`config.mk`:
```
export PLATFORM = sky130hd
export DESIGN_NAME = etcc_ctrl
export DESIGN_NICKNAME = d
export VERILOG_FILES = /design/src/hdl/etcc_pkg.sv /design/src/hdl/etcc_ctrl.sv
export SDC_FILE = /design/constraint.sdc
export NUM_CORES = 1
export LEC_CHECK = 0
export BUFFER_PORTS_ARGS = -buffer_cell sky130_fd_sc_hd__buf_2
export CELL_PAD_IN_SITES_DETAIL_PLACEMENT = 0
export CELL_PAD_IN_SITES_GLOBAL_PLACEMENT = 1
export CORE_AREA = 5 5 42 44
export CTS_CLUSTER_DIAMETER = 120
export DETAILED_ROUTE_END_ITERATION = 12
export DIE_AREA = 0 0 47 49
export PLACE_DENSITY_LB_ADDON = 0.1
export SKIP_LAST_GASP = 1
export SLEW_MARGIN = 20
export SYNTH_ARGS = -nofsm -noshare
export SYNTH_HDL_FRONTEND = slang
export SYNTH_SLANG_ARGS = --single-unit
```
`constraint.sdc`:
```
create_clock -name clk -period 2.4 [get_ports clk]
set_input_delay 0.36 -clock clk [delete_from_list [all_inputs] [get_ports clk]]
set_output_delay 0.36 -clock clk [all_outputs]
set_load 0.02 [all_outputs]
```
`src/hdl/etcc_pkg.sv`:
```
// ============================================================================
// etcc_pkg
// Shared types and constants for the extended timer with compare channels.
// ============================================================================
package etcc_pkg;

    typedef enum logic [1:0] {
        CMD_TICK       = 2'd0,
        CMD_ARM_ONCE   = 2'd1,
        CMD_ARM_PERIOD = 2'd2,
        CMD_READ       = 2'd3
    } cmd_t;

    typedef enum logic [1:0] {
        DSEL_F    = 2'd0,
        DSEL_D    = 2'd1,
        DSEL_PROD = 2'd2
    } dsel_t;

    localparam logic       CFG_PRESCALE = 1'b0;
    localparam logic       CFG_BUS_CLK  = 1'b1;
    localparam logic [31:0] BUS_CLK_RESET = 32'd8000000;
    localparam logic [2:0] DIV_STEPS     = 3'd6;
    localparam logic [2:0] US_SHIFT      = 3'd3;
    localparam logic [63:0] RECIP_10     = 64'hCCCCCCCD;
    localparam int          RECIP_10_SH  = 35;
    localparam logic [63:0] RECIP_1000   = 64'h10624DD3;
    localparam int          RECIP_1000_SH = 38;
    localparam logic [31:0] ALL_ONES     = 32'hFFFFFFFF;

    typedef struct packed {
        logic  capture;
        logic  f_step;
        logic  div_init;
        logic  div_step;
        logic  d_step;
        logic  mul;
        logic  p_step;
        logic  apply;
        logic  load_out;
        dsel_t div_sel;
    } ctl_t;

    typedef struct packed {
        logic f_zero;
        logic f_can_div;
        logic div_last;
        logic d_can_div;
        logic steps_left;
        logic out_free;
    } sts_t;

endpackage

```
`src/hdl/etcc_ctrl.sv`:
```
// ============================================================================
// etcc_ctrl
// Sequencer for command capture, delay conversion, state update and output.
// ============================================================================
module etcc_ctrl (
    input  logic            clk,
    input  logic            rst_n,
    input  logic            in_valid,
    output logic            in_stall,
    input  logic [1:0]      cmd,
    output etcc_pkg::ctl_t  ctl,
    input  etcc_pkg::sts_t  sts
);
    import etcc_pkg::*;

    typedef enum logic [2:0] {
        S_IDLE,
        S_FTEN,
        S_BOUND,
        S_DTEN,
        S_MUL,
        S_PTEN,
        S_APPLY,
        S_EMIT
    } state_t;

    state_t state_reg;
    state_t state_next;

    always_comb
    begin
        ctl        = '0;
        ctl.div_sel = DSEL_PROD;
        state_next = state_reg;
        case (state_reg)
            S_IDLE:
            begin
                if (in_valid)
                begin
                    ctl.capture = 1'b1;
                    if (cmd_t'(cmd) == CMD_ARM_ONCE || cmd_t'(cmd) == CMD_ARM_PERIOD)
                        state_next = S_FTEN;
                    else
                        state_next = S_APPLY;
                end
            end
            S_FTEN:
            begin
                ctl.div_sel = DSEL_F;
                if (sts.f_zero)
                    state_next = S_APPLY;
                else if (sts.f_can_div)
                    ctl.f_step = 1'b1;
                else
                begin
                    ctl.div_init = 1'b1;
                    state_next   = S_BOUND;
                end
            end
            S_BOUND:
            begin
                ctl.div_step = 1'b1;
                if (sts.div_last)
                    state_next = S_DTEN;
            end
            S_DTEN:
            begin
                ctl.div_sel = DSEL_D;
                if (sts.d_can_div)
                    ctl.d_step = 1'b1;
                else
                    state_next = S_MUL;
            end
            S_MUL:
            begin
                ctl.mul    = 1'b1;
                state_next = S_PTEN;
            end
            S_PTEN:
            begin
                ctl.div_sel = DSEL_PROD;
                if (sts.steps_left)
                    ctl.p_step = 1'b1;
                else
                    state_next = S_APPLY;
            end
            S_APPLY:
            begin
                ctl.apply  = 1'b1;
                state_next = S_EMIT;
            end
            S_EMIT:
            begin
                if (sts.out_free)
                begin
                    ctl.load_out = 1'b1;
                    state_next   = S_IDLE;
                end
            end
            default:
            begin
                state_next = S_IDLE;
            end
        endcase
    end

    always_ff @(posedge clk or negedge rst_n)
    begin
        if (!rst_n)
            state_reg <= S_IDLE;
        else
            state_reg <= state_next;
    end

    assign in_stall = (state_reg != S_IDLE);

`ifndef SYNTHESIS
    a_arm_starts_conv: assert property (@(posedge clk) disable iff (!rst_n)
        (in_valid && !in_stall &&
         (cmd_t'(cmd) == CMD_ARM_ONCE || cmd_t'(cmd) == CMD_ARM_PERIOD))
        |=> state_reg == S_FTEN)
        else $error("arm beat did not start conversion");
    a_one_at_a_time: assert property (@(posedge clk) disable iff (!rst_n)
        (in_valid && !in_stall) |=> in_stall)
        else $error("second beat taken while busy");
    a_load_needs_slot: assert property (@(posedge clk) disable iff (!rst_n)
        ctl.load_out |-> sts.out_free)
        else $error("output loaded over a pending beat");
    a_div_done: assert property (@(posedge clk) disable iff (!rst_n)
        (state_reg == S_BOUND && sts.div_last) |=> state_reg == S_DTEN)
        else $error("divider end not followed");
`endif

endmodule

```
==> flow_metrics.tcl, run 1 <==
set metrics [dict create \
    gp_congestion 0.706 \
    slowest_stage "or4b_1" \
    wire_per_inst_um 11.3 \
    clk_pin_slew_ns 0.04 \
    ys_top_cells_by_area "dfrtp_1, nor2_1, a32oi_1" \
    clock_path_buffers 2 \
    die_area_mm2 0.00230 \
    rsz0062_at_grt "no" \
    vias_per_cell 4.81 \
    holdPathStages 3 \
    slew-limit-headroom_pct 75.5 \
    cts_root_buffer "clkbuf_4" \
    start_util_pct 24.6 \
    cp_top_family "simple AND/OR/NAND/NOR gates" \
    tightest_slew_ns 0.367 \
    path_cells "or4b_1 -> nor2_1 -> buf_2" \
    grt_usage_pct 9.51 \
    synth_edf_count 0 \
    routed_wl_um 998 \
    maxClockFrequency_mhz 519 \
    ys.flop_type "dfrtp_1" \
    slowest_delay_ns 0.58 \
    rr_worst_depth 3 \
    cp.buffers_inverters 1 \
    core.rowCount 14 \
    drv_cap 0 \
    tritoncts "built" \
    cts_made_buffers 3 \
    synth_cell_type_count 27 \
    die_h_um 49 \
    core_mm2 0.00140 \
    leakage_nw 0.258 \
    drtIter0Drc 7 \
    portBuffers 22 \
    cts_sinks 3 \
    area_growth_pct 47.8 \
    n_antenna_cell 0 \
    vias 423 \
    dp_worst_setup_slack_ns 0.710 \
    finClkSkew_ns 0.000816 \
    slew_violations 0 \
    pin_count 23 \
    firstDrtPassIters 2 \
    ctsResizeCount 0 \
    cp.depth 3 \
    drc 0 \
    yosysSeqAreaShare_pct 21.7 \
    layout-drive-gt1-share_pct 40.3 \
    power_density_mw_per_mm2 1170 \
    synth_largest_area_cell "dfrtp_1" \
    hpwl_um 807 \
    yosysWarnings 0 \
    fin_crit_sh_pct 80.2 \
    hold_viol 0 \
    endpoint_kind "primary output" \
    layout.nets 84 \
    crit_type "flop to primary output" \
    total_power_mw 0.599 \
    status "complete, no violations" \
    grt_antenna_before_repair 0 \
    yosysTopAreaCellShare_pct 21.7 \
    h-tree-depth 1 \
    synth_area_um2 345 \
    overflow 0 \
    synth.avg_cell_area_um2 7.51 \
    ys_ff_latch 3 \
    cts_setup_buffers 0 \
    setup_tns_ns 0 \
    grt_first_pass_wirelength_um 1580 \
    min_period_ns 1.93 \
    hold_path.class "input port to flop" \
    grt_max_degree 14 \
    vdd_drop_max_mv 0.511 \
    dieWidth_um 47 \
    clk_latency_ns 0.23 \
    setup_viol 0 \
    critPathRequiredTime_ns 2.04 \
    layout_setup_ws_ns 0.475 \
    worstPathArrival_ns 1.57 \
    syn_nets 57 \
    critPathLaunchType "flop" \
    first_global_vias 405 \
    synth_cells 46 \
    antenna_left 0 \
    synthArstFlopShare_pct 100 \
    largest_reg_flops 3 \
    cts-hold-fix-buffers 1 \
    worst-path-max-fanout 13 \
]
## worst min-delay path: stages
cell and delay (ns):
buf_2 0.12, nand3_1 0.07, a32oi_1 0.05
## power breakdown
group / internal [mW] / switching (mW)
Combinational: 0.161 / 0.241
Sequential: 0.0769 / 0.0325
Clock: 0.0623 / 0.0258
## worst paths after layout
check | startpoint | end | slack (ns)
max | state_reg[2] | ctl[8] | 0.47
min | in_valid | state_reg[1] | 0.41
max reg2reg | state_reg[2] | state_reg[2] | 0.99
min reg2reg | state_reg[0] | state_reg[0] | 0.66
max in group asynchronous | rst_n | state_reg[0] | 1.84
min in group asynchronous | rst_n | state_reg[1] | 0.46
## layout make-up
class,instances,area [um^2]
fill,169,891
multi-input combinational,37,243
timing repair buffer,25,135
sequential,3,75.1
clock buffer,4,26.3
tap,16,20.0
inverter,3,11.3
## Yosys cell counts (2+ instances only)
cell type	count
a32oi_1	2
nor2b_1	2
nor2_1	6
nor3_1	3
nand2b_1	2
nand2_1	4
nand3_1	3
inv_1	3
dfrtp_1	3
## metal layers
layer	vias up	share of wire [%]	global-route usage, %
met2	18	46	14.3
met5	-	0	0
li1	218	-	-
met1	185	41	11.2
met3	2	11	2.21
met4	0	1.5	6.91
## stage by stage
stage / util (%) / std cells / cell area, um^2 / hold slack, ns
detailed placement: 33.8 / 83 / 474 / 0.157
global route: 36.4 / 88 / 510 / 0.432
global placement: 33.8 / 83 / 474 / 0.156
finish: 36.4 / 88 / 510 / 0.415
CTS: 36.4 / 88 / 510 / 0.411
floorplan: - / 46 / 345 / 0.0644
## layout by cell type (no fill, tap or decap), drive strengths merged
| cell type | n |
|---|---|
| o31a | 1 |
| a32oi | 2 |
| nand3 | 3 |
| a21o | 1 |
| nor3 | 3 |
| mux2i | 1 |
| nor3b | 1 |
| nor2 | 6 |
| o21ai | 1 |
| o32ai | 1 |
| o311ai | 1 |
| a21oi | 1 |
| or4b | 1 |
| inv | 3 |
| nor2b | 2 |
| xnor2 | 1 |
| dlygate4sd3 | 1 |
| dfrtp | 3 |
| and2 | 1 |
| buf | 24 |
| o211ai | 1 |
| or2 | 1 |
| mux2 | 1 |
| nand2 | 4 |
| nand2b | 2 |
| clkbuf | 4 |
| and4 | 1 |
## logic make-up after synthesis
group | share of synthesized area, %
simple gates | 39.5
flops | 21.7
mux | 6.16
compound gates | 22.1
xor+xnor | 2.54
buf+inv | 7.97
(Power assumes the default switching activity.)
==> inputs of run 2 (changes only) <==
- CORE_AREA: 5 5 42 44 -> not set
- CORE_MARGIN: not set -> 5
- CORE_UTILIZATION: not set -> 23
- DIE_AREA: 0 0 47 49 -> not set
- clock period: 2.4 -> 1.7 ns (I/O delays scaled with it)
==> run 2 against run 1 <==
Compared with the run above: setup slack got worse by 0.41 ns; largest cell class unchanged; non-clock buffer count up 1; register-to-register slack got worse by 0.67 ns; worst hold slack worse by 0.076 ns.
==> flow_metrics.tcl, run 2 (synthesis gave the netlist of run 1 again) <==
set metrics [dict create \
    status "complete, no violations" \
    fin_area_um2 539 \
    final_cell_mix "buf_2, nand2_1, nor2_1" \
    firstDrtPassIters 2 \
    clk_pin_slew_ns 0.04 \
    grt_first_pass_wirelength_um 1660 \
    slowest_stage "or4b_4" \
    clock_path_buffers 2 \
    tightest_slew_ns 0.302 \
    grt_usage_pct 8.35 \
    utilization_pct 36.6 \
    fin_crit_sh_pct 95.9 \
    hpwl_um 850 \
    regArea_um2 76.3 \
    dieWidth_um 48.8 \
    overflow 0 \
    vias_per_cell 4.65 \
    finClkSkew_ns 0.00416 \
    critPathLaunchType "flop" \
    rsz0062_at_grt "yes" \
    core_mm2 0.00147 \
    tritoncts "built" \
    path_cells "or4b_4 -> nor2_4 -> buf_6" \
    drtIter0Drc 2 \
    core.rowCount 14 \
    n_antenna_cell 0 \
    portBuffers 22 \
    worstPathArrival_ns 1.38 \
    die_area_mm2 0.00238 \
    cts_sinks 3 \
    pin_count 23 \
    fin_hold_ws_ns 0.339 \
    dpl_cell_area_um2 484 \
    power_density_mw_per_mm2 1640 \
    antenna_left 0 \
    worst-path-max-fanout 2 \
    layout-drive-gt1-share_pct 46.6 \
    crit_type "flop to primary output" \
    first_global_vias 401 \
    grt_antenna_before_repair 0 \
    fillers 162 \
    drc 0 \
    total_power_mw 0.884 \
    cts_root_buffer "clkbuf_4" \
    endpoint_kind "primary output" \
    drv_cap 0 \
    min_period_ns 1.63 \
    stdcell_count 89 \
    hold_viol 0 \
    die_h_um 48.8 \
    gp_congestion 0.765 \
    wire_per_inst_um 12.0 \
    area_growth_pct 56.2 \
    start_util_pct 23.5 \
    leakage_nw 0.264 \
    cts_made_buffers 3 \
    critPathRequiredTime_ns 1.44 \
    slew_violations 0 \
    grt_max_degree 14 \
    vdd_drop_max_mv 0.869 \
    multi_input_area_um2 256 \
    routed_wl_um 1060 \
    vias 414 \
    slowest_delay_ns 0.54 \
    slew-limit-headroom_pct 79.7 \
    layout.nets 85 \
    maxClockFrequency_mhz 613 \
    largest_reg_flops 3 \
    setup_viol 0 \
    clk_latency_ns 0.23 \
    dp_cells 84 \
    final_common_cell "buf_2" \
    hold_path.class "input port to flop" \
    h-tree-depth 1 \
]
## run 2: cell count changes in the layout (fill, tap and decap cells not counted), sizes merged
cell / previous run / this run
buf: 24 / 25
## run 2: metrics by stage
| step | setup WS [ns] | TNS (ns) |
|---|---|---|
| 2_1_floorplan | 0.0874 | 0 |
| 3_3_place_gp | 0.281 | 0 |
| 3_5_place_dp | 0.270 | 0 |
| 4_1_cts | 0.00731 | 0 |
| 5_1_grt | -0.0277 | -0.0277 |
| 6_report | 0.0689 | 0 |
## run 2: critical path, delay by kind of cell, from the launching register on
kind | cells | cell delay (ns)
flops | 1 | 0.37
buf+inv | 1 | 0.11
simple gates | 2 | 0.66
## run 2: final timing paths
check / from / endpoint / slack [ns] / cells after the start
setup reg to reg: state_reg[1] / state_reg[2] / 0.32 / 4
setup / recovery: state_reg[2] / ctl[8] / 0.07 / 3
hold / removal: in_valid / state_reg[1] / 0.34 / 3
max in group asynchronous: rst_n / state_reg[0] / 1.23 / 2
min in group asynchronous: rst_n / state_reg[1] / 0.35 / 2
hold reg to reg: state_reg[0] / state_reg[0] / 0.52 / 1
## run 2: what timing repair did
item / 4_1_cts / 5_1_grt
endpoints found under the setup margin: 0 / 1
hold endpoints to repair: 3 / 0
resized for setup: 0 / 6
hold buffers: 1 / 0
buffers inserted: 0 / 0
## run 2: metal layers
layer / global-route usage, % / wire length (um)
met5: 0 / 0
met4: 0 / 0
met3: 4.91 / 102
met2: 15.0 / 509
met1: 8.87 / 452
## run 2: area by class of cell
cell class	instances	area share, %
Sequential cell	3	14.2
Tap cell	16	3.71
Clock buffer	4	4.87
Multi-Input combinational cell	37	47.6
Inverter	3	2.09
Timing Repair Buffer	26	27.6
## run 2: report_power, final
group,leakage [nW],internal [mW],switching (mW),total [mW]
logic,0.216,0.249,0.367,0.617
clock network,0.0150,0.0880,0.0372,0.125
registers,0.0322,0.111,0.0305,0.142
total,0.264,0.449,0.435,0.884
